$ cat src/rtl/ucfd_pkg.sv
// Shared types, codes and the CRC-16 byte update for the UART channel frame deframer.
// Used by ucfd_parser and uart_channel_frame_deframer; depends on nothing else.
package ucfd_pkg;

	// Result kinds.
	localparam logic [2:0] KIND_DATA     = 3'd0;
	localparam logic [2:0] KIND_GOOD     = 3'd1;
	localparam logic [2:0] KIND_CRC_BAD  = 3'd2;
	localparam logic [2:0] KIND_BAD_CHAN = 3'd3;
	localparam logic [2:0] KIND_BAD_LEN  = 3'd4;

	// Routes of a good frame.
	localparam logic [1:0] ROUTE_TC        = 2'd0;
	localparam logic [1:0] ROUTE_PAYLOAD   = 2'd1;
	localparam logic [1:0] ROUTE_RF_STATUS = 2'd2;
	localparam logic [1:0] ROUTE_LOCAL     = 2'd3;

	// Configuration register indexes.
	localparam int unsigned CFG_INDEX_W = 3;
	localparam int unsigned CFG_DATA_W  = 16;
	localparam logic [CFG_INDEX_W-1:0] REG_SYNC_FIRST       = 3'd0;
	localparam logic [CFG_INDEX_W-1:0] REG_SYNC_SECOND      = 3'd1;
	localparam logic [CFG_INDEX_W-1:0] REG_MAX_PAYLOAD      = 3'd2;
	localparam logic [CFG_INDEX_W-1:0] REG_CHAN_TELECOMMAND = 3'd3;
	localparam logic [CFG_INDEX_W-1:0] REG_CHAN_PAYLOAD     = 3'd4;
	localparam logic [CFG_INDEX_W-1:0] REG_CHAN_LOCAL       = 3'd5;
	localparam logic [CFG_INDEX_W-1:0] REG_RF_STATUS_TARGET = 3'd6;

	// Register reset values.
	localparam logic [7:0]  RST_SYNC_FIRST       = 8'd235;
	localparam logic [7:0]  RST_SYNC_SECOND      = 8'd144;
	localparam logic [15:0] RST_MAX_PAYLOAD      = 16'd1024;
	localparam logic [7:0]  RST_CHAN_TELECOMMAND = 8'd0;
	localparam logic [7:0]  RST_CHAN_PAYLOAD     = 8'd1;
	localparam logic [7:0]  RST_CHAN_LOCAL       = 8'd2;
	localparam logic [7:0]  RST_RF_STATUS_TARGET = 8'd0;

	localparam logic [15:0] CRC_INIT = 16'hFFFF;
	localparam logic [15:0] CRC_POLY = 16'h1021;
	localparam logic [31:0] COUNT_MAX = 32'hFFFF_FFFF;

	typedef struct packed {
		logic [7:0]  sync_first;
		logic [7:0]  sync_second;
		logic [15:0] max_payload;
		logic [7:0]  chan_telecommand;
		logic [7:0]  chan_payload;
		logic [7:0]  chan_local;
		logic [7:0]  rf_status_target;
	} cfg_t;

	typedef struct packed {
		logic [2:0]  kind;
		logic [7:0]  data_byte;
		logic [15:0] byte_index;
		logic [7:0]  channel_id;
		logic [1:0]  route;
		logic [15:0] frame_length;
		logic [31:0] good_count;
		logic [31:0] drop_count;
	} result_t;

	// CRC-16/CCITT-FALSE update by one byte, MSB first.
	function automatic logic [15:0] crc_step(input logic [15:0] crc_in, input logic [7:0] b);
		logic [15:0] c;
		c = crc_in ^ {b, 8'h00};
		for (int k = 0; k < 8; k++) begin
			if (c[15]) begin
				c = {c[14:0], 1'b0} ^ CRC_POLY;
			end else begin
				c = {c[14:0], 1'b0};
			end
		end
		return c;
	endfunction

	function automatic logic [31:0] sat_inc(input logic [31:0] v);
		return (v == COUNT_MAX) ? v : v + 32'd1;
	endfunction

endpackage

$ cat src/rtl/ucfd_parser.sv
// Frame parser state machine: sync, channel and length checks, running CRC and routing.
// Depends on ucfd_pkg; produces at most one result per byte stepped in.
module ucfd_parser (
	input  logic               clk,
	input  logic               arst_n,
	input  logic               step,
	input  logic [7:0]         rx_byte,
	input  ucfd_pkg::cfg_t     cfg,
	output logic               res_valid,
	output ucfd_pkg::result_t  res
);

	typedef enum logic [2:0] {
		PH_SYNC1,
		PH_SYNC2,
		PH_CHAN,
		PH_LENLO,
		PH_LENHI,
		PH_DATA,
		PH_CRCLO,
		PH_CRCHI
	} phase_t;

	phase_t      phase_q, phase_d;
	logic [7:0]  chan_q, chan_d;
	logic [15:0] len_q, len_d;
	logic [15:0] pos_q, pos_d;
	logic [7:0]  crc_lo_q, crc_lo_d;
	logic [15:0] crc_q, crc_d;
	logic [7:0]  first_q, first_d;
	logic [31:0] good_q, good_d;
	logic [31:0] drop_q, drop_d;

	logic [15:0] len_new;
	logic [15:0] pos_inc;
	logic        chan_match;

	assign len_new    = {rx_byte, len_q[7:0]};
	assign pos_inc    = pos_q + 16'd1;
	assign chan_match = (rx_byte == cfg.chan_telecommand) || (rx_byte == cfg.chan_payload)
		|| (rx_byte == cfg.chan_local);

	always_comb begin
		phase_d   = phase_q;
		chan_d    = chan_q;
		len_d     = len_q;
		pos_d     = pos_q;
		crc_lo_d  = crc_lo_q;
		crc_d     = crc_q;
		first_d   = first_q;
		good_d    = good_q;
		drop_d    = drop_q;
		res_valid = 1'b0;
		res       = '0;
		case (phase_q)
			PH_SYNC1: begin
				if (rx_byte == cfg.sync_first) begin
					phase_d = PH_SYNC2;
				end
			end
			PH_SYNC2: begin
				// A wrong second sync byte is dropped, not retried as a first sync.
				phase_d = (rx_byte == cfg.sync_second) ? PH_CHAN : PH_SYNC1;
			end
			PH_CHAN: begin
				if (chan_match) begin
					chan_d  = rx_byte;
					phase_d = PH_LENLO;
				end else begin
					drop_d         = ucfd_pkg::sat_inc(drop_q);
					phase_d        = PH_SYNC1;
					res_valid      = 1'b1;
					res.kind       = ucfd_pkg::KIND_BAD_CHAN;
					res.channel_id = rx_byte;
				end
			end
			PH_LENLO: begin
				len_d   = {8'h00, rx_byte};
				phase_d = PH_LENHI;
			end
			PH_LENHI: begin
				len_d = len_new;
				if (len_new == 16'd0 || len_new > cfg.max_payload) begin
					drop_d           = ucfd_pkg::sat_inc(drop_q);
					phase_d          = PH_SYNC1;
					res_valid        = 1'b1;
					res.kind         = ucfd_pkg::KIND_BAD_LEN;
					res.channel_id   = chan_q;
					res.frame_length = len_new;
				end else begin
					pos_d   = 16'd0;
					crc_d   = ucfd_pkg::CRC_INIT;
					phase_d = PH_DATA;
				end
			end
			PH_DATA: begin
				if (pos_q == 16'd0) begin
					first_d = rx_byte;
				end
				crc_d = ucfd_pkg::crc_step(crc_q, rx_byte);
				pos_d = pos_inc;
				if (pos_inc >= len_q) begin
					phase_d = PH_CRCLO;
				end
				res_valid        = 1'b1;
				res.kind         = ucfd_pkg::KIND_DATA;
				res.data_byte    = rx_byte;
				res.byte_index   = pos_q;
				res.channel_id   = chan_q;
				res.frame_length = len_q;
			end
			PH_CRCLO: begin
				crc_lo_d = rx_byte;
				phase_d  = PH_CRCHI;
			end
			PH_CRCHI: begin
				phase_d          = PH_SYNC1;
				res_valid        = 1'b1;
				res.channel_id   = chan_q;
				res.frame_length = len_q;
				if ({rx_byte, crc_lo_q} == crc_q) begin
					good_d   = ucfd_pkg::sat_inc(good_q);
					res.kind = ucfd_pkg::KIND_GOOD;
					// Channel registers may have changed mid-frame; no match routes as telecommand.
					if (chan_q == cfg.chan_telecommand) begin
						res.route = ucfd_pkg::ROUTE_TC;
					end else if (chan_q == cfg.chan_payload) begin
						res.route = ucfd_pkg::ROUTE_PAYLOAD;
					end else if (chan_q == cfg.chan_local) begin
						res.route = (first_q == cfg.rf_status_target) ?
							ucfd_pkg::ROUTE_RF_STATUS : ucfd_pkg::ROUTE_LOCAL;
					end else begin
						res.route = ucfd_pkg::ROUTE_TC;
					end
				end else begin
					drop_d   = ucfd_pkg::sat_inc(drop_q);
					res.kind = ucfd_pkg::KIND_CRC_BAD;
				end
			end
			default: begin
				phase_d = PH_SYNC1;
			end
		endcase
		res.good_count = good_d;
		res.drop_count = drop_d;
	end

	always_ff @(posedge clk or negedge arst_n) begin
		if (!arst_n) begin
			phase_q  <= PH_SYNC1;
			chan_q   <= '0;
			len_q    <= '0;
			pos_q    <= '0;
			crc_lo_q <= '0;
			crc_q    <= ucfd_pkg::CRC_INIT;
			first_q  <= '0;
			good_q   <= '0;
			drop_q   <= '0;
		end else if (step) begin
			phase_q  <= phase_d;
			chan_q   <= chan_d;
			len_q    <= len_d;
			pos_q    <= pos_d;
			crc_lo_q <= crc_lo_d;
			crc_q    <= crc_d;
			first_q  <= first_d;
			good_q   <= good_d;
			drop_q   <= drop_d;
		end
	end

endmodule

$ cat src/rtl/uart_channel_frame_deframer.sv
// Top level of the UART channel frame deframer: handshakes, configuration registers,
// input and result registers around ucfd_parser. Depends on ucfd_pkg and ucfd_parser.
// Path: an accepted byte is held in the input register; the parser steps it into the result
// register, and so presents its beat, once that register is free or its beat is taken.
// Throughput: one byte per cycle while out_ready is high, set by the parser step and CRC update.
// Reset: arst_n clears the parser, zeroes both counters, empties both stage registers and
// loads the configuration reset values.
module uart_channel_frame_deframer (
	input  logic                               clk,
	input  logic                               arst_n,
	input  logic                               in_valid,
	output logic                               in_ready,
	input  logic [7:0]                         rx_byte,
	output logic                               out_valid,
	input  logic                               out_ready,
	output logic [2:0]                         kind,
	output logic [7:0]                         data_byte,
	output logic [15:0]                        byte_index,
	output logic [7:0]                         channel_id,
	output logic [1:0]                         route,
	output logic [15:0]                        frame_length,
	output logic [31:0]                        good_count,
	output logic [31:0]                        drop_count,
	input  logic                               cfg_we,
	input  logic [ucfd_pkg::CFG_INDEX_W-1:0]   cfg_index,
	input  logic [ucfd_pkg::CFG_DATA_W-1:0]    cfg_wdata
);

	ucfd_pkg::cfg_t    cfg_q;
	logic              valid_s1;
	logic [7:0]        byte_s1;
	logic              advance;
	logic              res_valid;
	ucfd_pkg::result_t res;
	logic              valid_s2;
	ucfd_pkg::result_t res_s2;

	always_ff @(posedge clk or negedge arst_n) begin
		if (!arst_n) begin
			cfg_q.sync_first       <= ucfd_pkg::RST_SYNC_FIRST;
			cfg_q.sync_second      <= ucfd_pkg::RST_SYNC_SECOND;
			cfg_q.max_payload      <= ucfd_pkg::RST_MAX_PAYLOAD;
			cfg_q.chan_telecommand <= ucfd_pkg::RST_CHAN_TELECOMMAND;
			cfg_q.chan_payload     <= ucfd_pkg::RST_CHAN_PAYLOAD;
			cfg_q.chan_local       <= ucfd_pkg::RST_CHAN_LOCAL;
			cfg_q.rf_status_target <= ucfd_pkg::RST_RF_STATUS_TARGET;
		end else if (cfg_we) begin
			case (cfg_index)
				ucfd_pkg::REG_SYNC_FIRST:       cfg_q.sync_first       <= cfg_wdata[7:0];
				ucfd_pkg::REG_SYNC_SECOND:      cfg_q.sync_second      <= cfg_wdata[7:0];
				ucfd_pkg::REG_MAX_PAYLOAD:      cfg_q.max_payload      <= cfg_wdata;
				ucfd_pkg::REG_CHAN_TELECOMMAND: cfg_q.chan_telecommand <= cfg_wdata[7:0];
				ucfd_pkg::REG_CHAN_PAYLOAD:     cfg_q.chan_payload     <= cfg_wdata[7:0];
				ucfd_pkg::REG_CHAN_LOCAL:       cfg_q.chan_local       <= cfg_wdata[7:0];
				ucfd_pkg::REG_RF_STATUS_TARGET: cfg_q.rf_status_target <= cfg_wdata[7:0];
				default: begin
				end
			endcase
		end
	end

	// The held byte is parsed once the result register is free or its beat is taken.
	assign advance  = valid_s1 && (!valid_s2 || out_ready);
	assign in_ready = !valid_s1 || advance;

	always_ff @(posedge clk or negedge arst_n) begin
		if (!arst_n) begin
			valid_s1 <= 1'b0;
		end else if (in_ready) begin
			valid_s1 <= in_valid;
		end
	end

	always_ff @(posedge clk) begin
		if (in_ready && in_valid) begin
			byte_s1 <= rx_byte;
		end
	end

	ucfd_parser u_parser (
		.clk       (clk),
		.arst_n    (arst_n),
		.step      (advance),
		.rx_byte   (byte_s1),
		.cfg       (cfg_q),
		.res_valid (res_valid),
		.res       (res)
	);

	always_ff @(posedge clk or negedge arst_n) begin
		if (!arst_n) begin
			valid_s2 <= 1'b0;
		end else if (advance) begin
			valid_s2 <= res_valid;
		end else if (out_ready) begin
			valid_s2 <= 1'b0;
		end
	end

	always_ff @(posedge clk) begin
		if (advance) begin
			res_s2 <= res;
		end
	end

	assign out_valid    = valid_s2;
	assign kind         = res_s2.kind;
	assign data_byte    = res_s2.data_byte;
	assign byte_index   = res_s2.byte_index;
	assign channel_id   = res_s2.channel_id;
	assign route        = res_s2.route;
	assign frame_length = res_s2.frame_length;
	assign good_count   = res_s2.good_count;
	assign drop_count   = res_s2.drop_count;

`ifndef SYNTHESIS
	// Only payload beats carry a data byte and a position.
	a_data_only_on_payload: assert property (@(posedge clk) disable iff (!arst_n)
		out_valid && kind != ucfd_pkg::KIND_DATA |-> data_byte == 8'd0 && byte_index == 16'd0)
		else $error("data_byte or byte_index set on a non-payload beat");

	// A route is given only with a good verdict.
	a_route_only_on_good: assert property (@(posedge clk) disable iff (!arst_n)
		out_valid && kind != ucfd_pkg::KIND_GOOD |-> route == ucfd_pkg::ROUTE_TC)
		else $error("route set on a beat that is not a good frame");

	// A payload position always lies inside the announced length.
	a_index_in_frame: assert property (@(posedge clk) disable iff (!arst_n)
		out_valid && kind == ucfd_pkg::KIND_DATA |-> byte_index < frame_length)
		else $error("payload byte_index beyond frame_length");

	// The input side stalls only while a byte waits in the input register.
	a_stall_needs_held_byte: assert property (@(posedge clk) disable iff (!arst_n)
		!in_ready |-> valid_s1 && valid_s2 && !out_ready)
		else $error("input stalled without a blocked byte");
`endif

endmodule
$ cat config.mk
export PLATFORM = sky130hd
export DESIGN_NAME = uart_channel_frame_deframer
export DESIGN_NICKNAME = d
export VERILOG_FILES = /design/src/rtl/ucfd_pkg.sv /design/src/rtl/ucfd_parser.sv /design/src/rtl/uart_channel_frame_deframer.sv
export SDC_FILE = /design/constraint.sdc
export NUM_CORES = 1
export LEC_CHECK = 0
export BUFFER_PORTS_ARGS = -buffer_cell sky130_fd_sc_hd__buf_2
export CAP_MARGIN = 20
export CORE_MARGIN = 5
export CORE_UTILIZATION = 44
export DETAILED_ROUTE_END_ITERATION = 16
export PLACE_DENSITY = 0.64
export SYNTH_ARGS = -nofsm -noshare
export SYNTH_HDL_FRONTEND = slang
export SYNTH_HIERARCHICAL = 1
export SYNTH_SLANG_ARGS = --single-unit
$ cat constraint.sdc
create_clock -name clk -period 7.84 [get_ports clk]
set_input_delay 0.392 -clock clk [delete_from_list [all_inputs] [get_ports clk]]
set_output_delay 0.392 -clock clk [all_outputs]
set_load 0.01 [all_outputs]
# Word-level counts from Yosys, hierarchy flattened
# Cells that the tools add are included.
# Widths: inputs -> output; s select.
[totals]
in_bits = 32
wordCells = 159
ff_bits = 330
output_inout_bits = 119
[classes]
n_eq_ne = 28
mux = 51
n_reduce_logical = 33
n_lt_le_gt_ge = 2
bitwise = 13
addsub = 3
[ops]
columns = ["op", "count"]
rows = [
  ["$mux 32", 7],
  ["$mux 16", 10],
  ["$pmux 16 s2", 4],
  ["$mux 13", 8],
  ["$pmux 32 s3", 1],
  ["$eq 8x8->1", 9],
  ["$add 32x1->32 const B", 2],
  ["$eq 32x32->1 const B", 2],
  ["$logic_not 16->1", 2],
  ["$not 3->3", 8],
  ["$pmux 3 s8", 1],
  ["$pmux 8 s3", 1],
  ["$eq 3x3->1 const B", 7],
  ["$reduce_and 2->1", 9],
  ["$add 16x1->16 const B", 1],
  ["$eq 16x16->1", 1],
  ["$ge 16x16->1", 1],
  ["$gt 16x16->1", 1],
  ["$mux 8", 2],
  ["$xor 16x16->16", 1],
  ["$reduce_and 3->1", 5],
  ["$eq 3x2->1 const B", 4],
  ["$mux 3", 4],
  ["$pmux 3 s3", 1],
  ["other kinds (15)", 38],
]

# Longest topological paths before layout
[depth]
word_depth = 25
depth_mapped = 16
depth_no_buf = 15

# Hierarchy
# Netlist, hierarchy kept.
[by_module_without_submodules]
columns = ["module", "seq_area_each_um2", "n_inst", "cells_each", "area_each_um2"]
rows = [
  ["ucfd_parser", 3498.4, 1, 1082, 9987.1],
  ["uart_channel_frame_deframer", 5418.9, 1, 277, 6361.1],
]

# Least setup slack after synthesis
# OpenSTA, ideal clock, no wires.
[synth_timing]
path_type = "register to register"
startpoint = "register valid_s2, in the netlist out_valid"
endpoint = "register u_parser.first_q[0]"
slack_ps = 2948
arrival_time_ps = 4767
t_required_ps = 7715
path_stages_with_launch = 7
n_path_buf = 1
synth_period_minus_slack_ps = 4892
setup_ps = 125
cell_sequence = "dfrtp_1 nand2b_1 and2_1 clkbuf_1 nand2_1 nor3_1 mux2_2"
[synth_via]
elab_chain_len = 4
[synth_lines]
columns = ["item", "line_no", "rtl"]
rows = [
  ["start, declared", "uart_channel_frame_deframer.sv:35", "logic valid_s2;"],
  ["start signal, assigned", "uart_channel_frame_deframer.sv:94", "valid_s2 <= res_valid;"],
  ["$logic_not 1->1", "uart_channel_frame_deframer.sv:63", "assign advance = valid_s1 && (!valid_s2 || out_ready);"],
  ["$logic_or 1x1->1", "uart_channel_frame_deframer.sv:63", ""],
  ["$logic_and 1x1->1", "uart_channel_frame_deframer.sv:63", ""],
  ["named net advance", "uart_channel_frame_deframer.sv:32", "logic advance;"],
  ["$reduce_and 3->1 (no line)", "--", ""],
  ["end signal, assigned", "ucfd_parser.sv:166", "first_q <= first_d;"],
  ["end, declared", "ucfd_parser.sv:30", "logic [7:0] first_q, first_d;"],
]
# The timed path passes the listed nets, and every way through them passes these cells.
# A chain may end at the register's enable or synchronous reset.

# Final worst setup path
[layout_timing]
startpoint = "register u_parser.pos_q[2]"
endpoint = "register u_parser.phase_q[2]"
[layout_via]
elab_chain_len = 4
[layout_lines]
columns = ["item", "line_no", "rtl"]
rows = [
  ["start, declared", "ucfd_parser.sv:27", "logic [15:0] pos_q, pos_d;"],
  ["start signal, assigned", "ucfd_parser.sv:163", "pos_q <= pos_d;"],
  ["$add 16x1->16", "ucfd_parser.sv:39", "assign pos_inc = pos_q + 16'd1;"],
  ["$ge 16x16->1", "ucfd_parser.sv:102", "if (pos_inc >= len_q) begin"],
  ["$ne 2x1->1 (no line)", "--", ""],
  ["$reduce_and 3->1 (no line)", "--", ""],
  ["end signal, assigned", "ucfd_parser.sv:160", "phase_q <= phase_d;"],
  ["end, declared", "ucfd_parser.sv:24", "phase_t phase_q, phase_d;"],
]
# Every way passes these cells.

==> impl_metrics.tcl <==
set metrics [dict create \
    required_ps 8260 \
    crit_type "reg2reg" \
    clock_path_buffers 3 \
    drc 0 \
    rows 70 \
    first_global_vias 10800 \
    clock_latency_ps 510 \
    syn-instance-count 1359 \
    slew_headroom 0.317 \
    cp-start-kind "register" \
    power_density_mw_per_mm2 301 \
    cts_tree "built" \
    synth_area_mm2 0.0163 \
    routed_wl_mm 38.0 \
    drv_slew 0 \
    core-area_mm2 0.0366 \
    rsz0062_at_grt "no" \
    yosysTopAreaCell "dfrtp_1" \
    grt_max_degree 86 \
    final_common_cell "xnor2_1" \
    startpoint "u_parser/pos_q[2]$_DFFE_PN0P_" \
    mappedNetlistNets 1427 \
    fmax_ghz 0.245 \
    firstDrtPassIters 7 \
    grt_pass1_wl_mm 60.7 \
    area_growth_pct 14.6 \
    ios 151 \
    ys_seq_area_frac 0.545 \
    cts_sinks 330 \
    num_vias 10800 \
    numPortBuffers 150 \
    fin_skew_ps 14.3 \
    num_antenna_cells 0 \
    hold_class "in2reg" \
    final_nets 1561 \
    setup_viol 0 \
    crit_fanout 7 \
    synth_top_area_share 0.272 \
    grt_use_total 0.182 \
    arrival_ps 4500 \
    initial_core_util 0.447 \
    drt-initial-drc-count 744 \
    final_cell_mix "xnor2_1, dfrtp_1, buf_2" \
    wire_per_inst_um 19.1 \
    setup-tns-final_ps 0 \
    ir_worst_vdd_uv 153 \
    min_period_ps 4080 \
    synth_cell_types 68 \
    die_h_um 203 \
    finalPower_uw 5640 \
    netlist_top_cells_area "dfrtp_1, edfxtp_1, xnor2_1" \
    hold_violations 0 \
    drive_above_1_share 0.252 \
    dp_hpwl_mm 25.5 \
    r2r_slack_ps 3760 \
    end_kind "register" \
    cts_root_buf "clkbuf_16" \
    cts-buffers-inserted 38 \
    synth_edf_count 125 \
    synth_ff_type "dfrtp_1" \
    power.leakage_uw 0.00805 \
    tightest_slew_ps 1020 \
    gr-total-overflow 0 \
    avgSynthCellArea_um2 12.0 \
    dieArea_mm2 0.0411 \
    cts_max_level 2 \
    min_period_over_period 0.521 \
    fillers 3280 \
    routed_via_density 5.43 \
    r2r_start "u_parser/pos_q[2]$_DFFE_PN0P_" \
    hp-start "rx_byte[0]" \
    synthArstFlopShare 0.621 \
    synth-seq-cells 330 \
    path_clk_slew_ps 60 \
    die_w_um 203 \
    gp_routability_congestion 0.849 \
    status "finished, final reports clean" \
    ys_warn_count 6 \
    antenna_found_initial 0 \
    maxCapViolCount 0 \
    final_antenna_net_count 0 \
]
per-stage QoR:
step                instance area [um2]  utilization  instances  setup WS (ps)  hold WS, ps
floorplan                         16300            -       1359           2950         96.4
detailed placement                17500        0.477       1919           3860          422
global placement                  17500        0.477       1919           4010          425
finish                            18700        0.512       1990           3760         52.8
CTS                               18700        0.511       1989           3820         39.6
global route                      18700        0.512       1990           3450         40.0
state kept, by name, summed over array words and instances, names as in the netlist:
register / count
u_parser/first_q: 8
kind: 3
u_parser/pos_q: 16
cfg_q: 64
u_parser/crc_lo_q: 8
u_parser/drop_q: 32
route: 2
byte_index: 16
u_parser/chan_q: 8
data_byte: 8
u_parser/crc_q: 16
byte_s1: 8
valid_s1: 1
channel_id: 8
good_count: 32
drop_count: 32
u_parser/good_q: 32
u_parser/phase_q: 3
out_valid: 1
frame_length: 16
u_parser/len_q: 16
repair_timing:
item,in CTS,in global routing
resized for setup,0,0
endpoints found under the hold margin,58,0
hold buffers,1,0
setup buffers,0,0
path summary, 6_finish.rpt:
check | depth (start not counted) | endpoint
worst min register to register | 2 | u_parser/crc_q[11]$_DFFE_PN1P_
worst max-delay path | 15 | u_parser/phase_q[2]$_DFFE_PN0P_
worst max register to register | 15 | u_parser/phase_q[2]$_DFFE_PN0P_
worst min-delay path | 1 | byte_s1[0]$_DFFE_PP_
max in group asynchronous | 3 | u_parser/drop_q[15]$_DFFE_PN0P_
min in group asynchronous | 2 | cfg_q[4]$_DFFE_PN0P_
routing by layer:
metal / vias to the layer above / global-route usage / wire length, um
met5: - / 0 / 0
met1: 5395 / 0.263 / 17600
met3: 55 / 0.0268 / 1920
met2: 283 / 0.292 / 17700
li1: 5082 / - / -
met4: 0 / 0.0458 / 818
power by group:
group,total [uW],internal [uW],switching [uW]
registers,2490,2190,299
logic,1410,628,786
clock network,1730,1040,690
total,5640,3860,1780
Yosys cell counts (5+ instances only):
cell type,instances
a21oi_1,22
a22o_1,21
a31oi_1,11
and2_1,43
and3_1,43
and4_1,8
buf_1,8
buf_2,12
buf_6,8
clkbuf_1,44
dfrtp_1,178
dfstp_2,27
edfxtp_1,125
ha_1,36
inv_1,38
mux2_2,91
mux2_4,10
nand2_1,92
nand2b_1,8
nand3_1,64
nand4_1,56
nor2_1,52
nor3_1,11
nor4_1,15
o21ai_0,25
o22ai_1,8
or3_1,6
xnor2_1,181
xnor2_2,5
xor2_1,48
logic make-up after synthesis:
family / after synthesis / synth area share
buffers and inverters: 113 / 0.0312
muxes: 102 / 0.0726
AOI/OAI and AO/OA: 109 / 0.0435
and+or+nand+nor: 432 / 0.147
xor gates and xnor gates: 237 / 0.133
DFF: 330 / 0.545
adders and majority gates: 36 / 0.0276
area by class of cell:
class,count,area [um2],area share
clock inverters,23,218,0.0116
well taps,468,586,0.0313
inverters,38,143,0.00761
multi-input cells,916,6950,0.371
clock buffers,46,1000,0.0535
repair buffers,169,925,0.0493
flip-flops and latches,330,8920,0.476
worst max-delay path: stages, from the launching register on:
cell	delay (ps)
dfrtp_1	460
and3_1	240
nand2_1	100
nor4_2	320
and3_1	290
and3_1	270
nand3_1	170
or3_1	400
nand2_1	90
ha_1	230
and3_1	180
a22o_1	220
o311ai_0	280
o21ai_0	320
nor3b_1	230
o211ai_1	190
(Power assumes the default switching activity.)
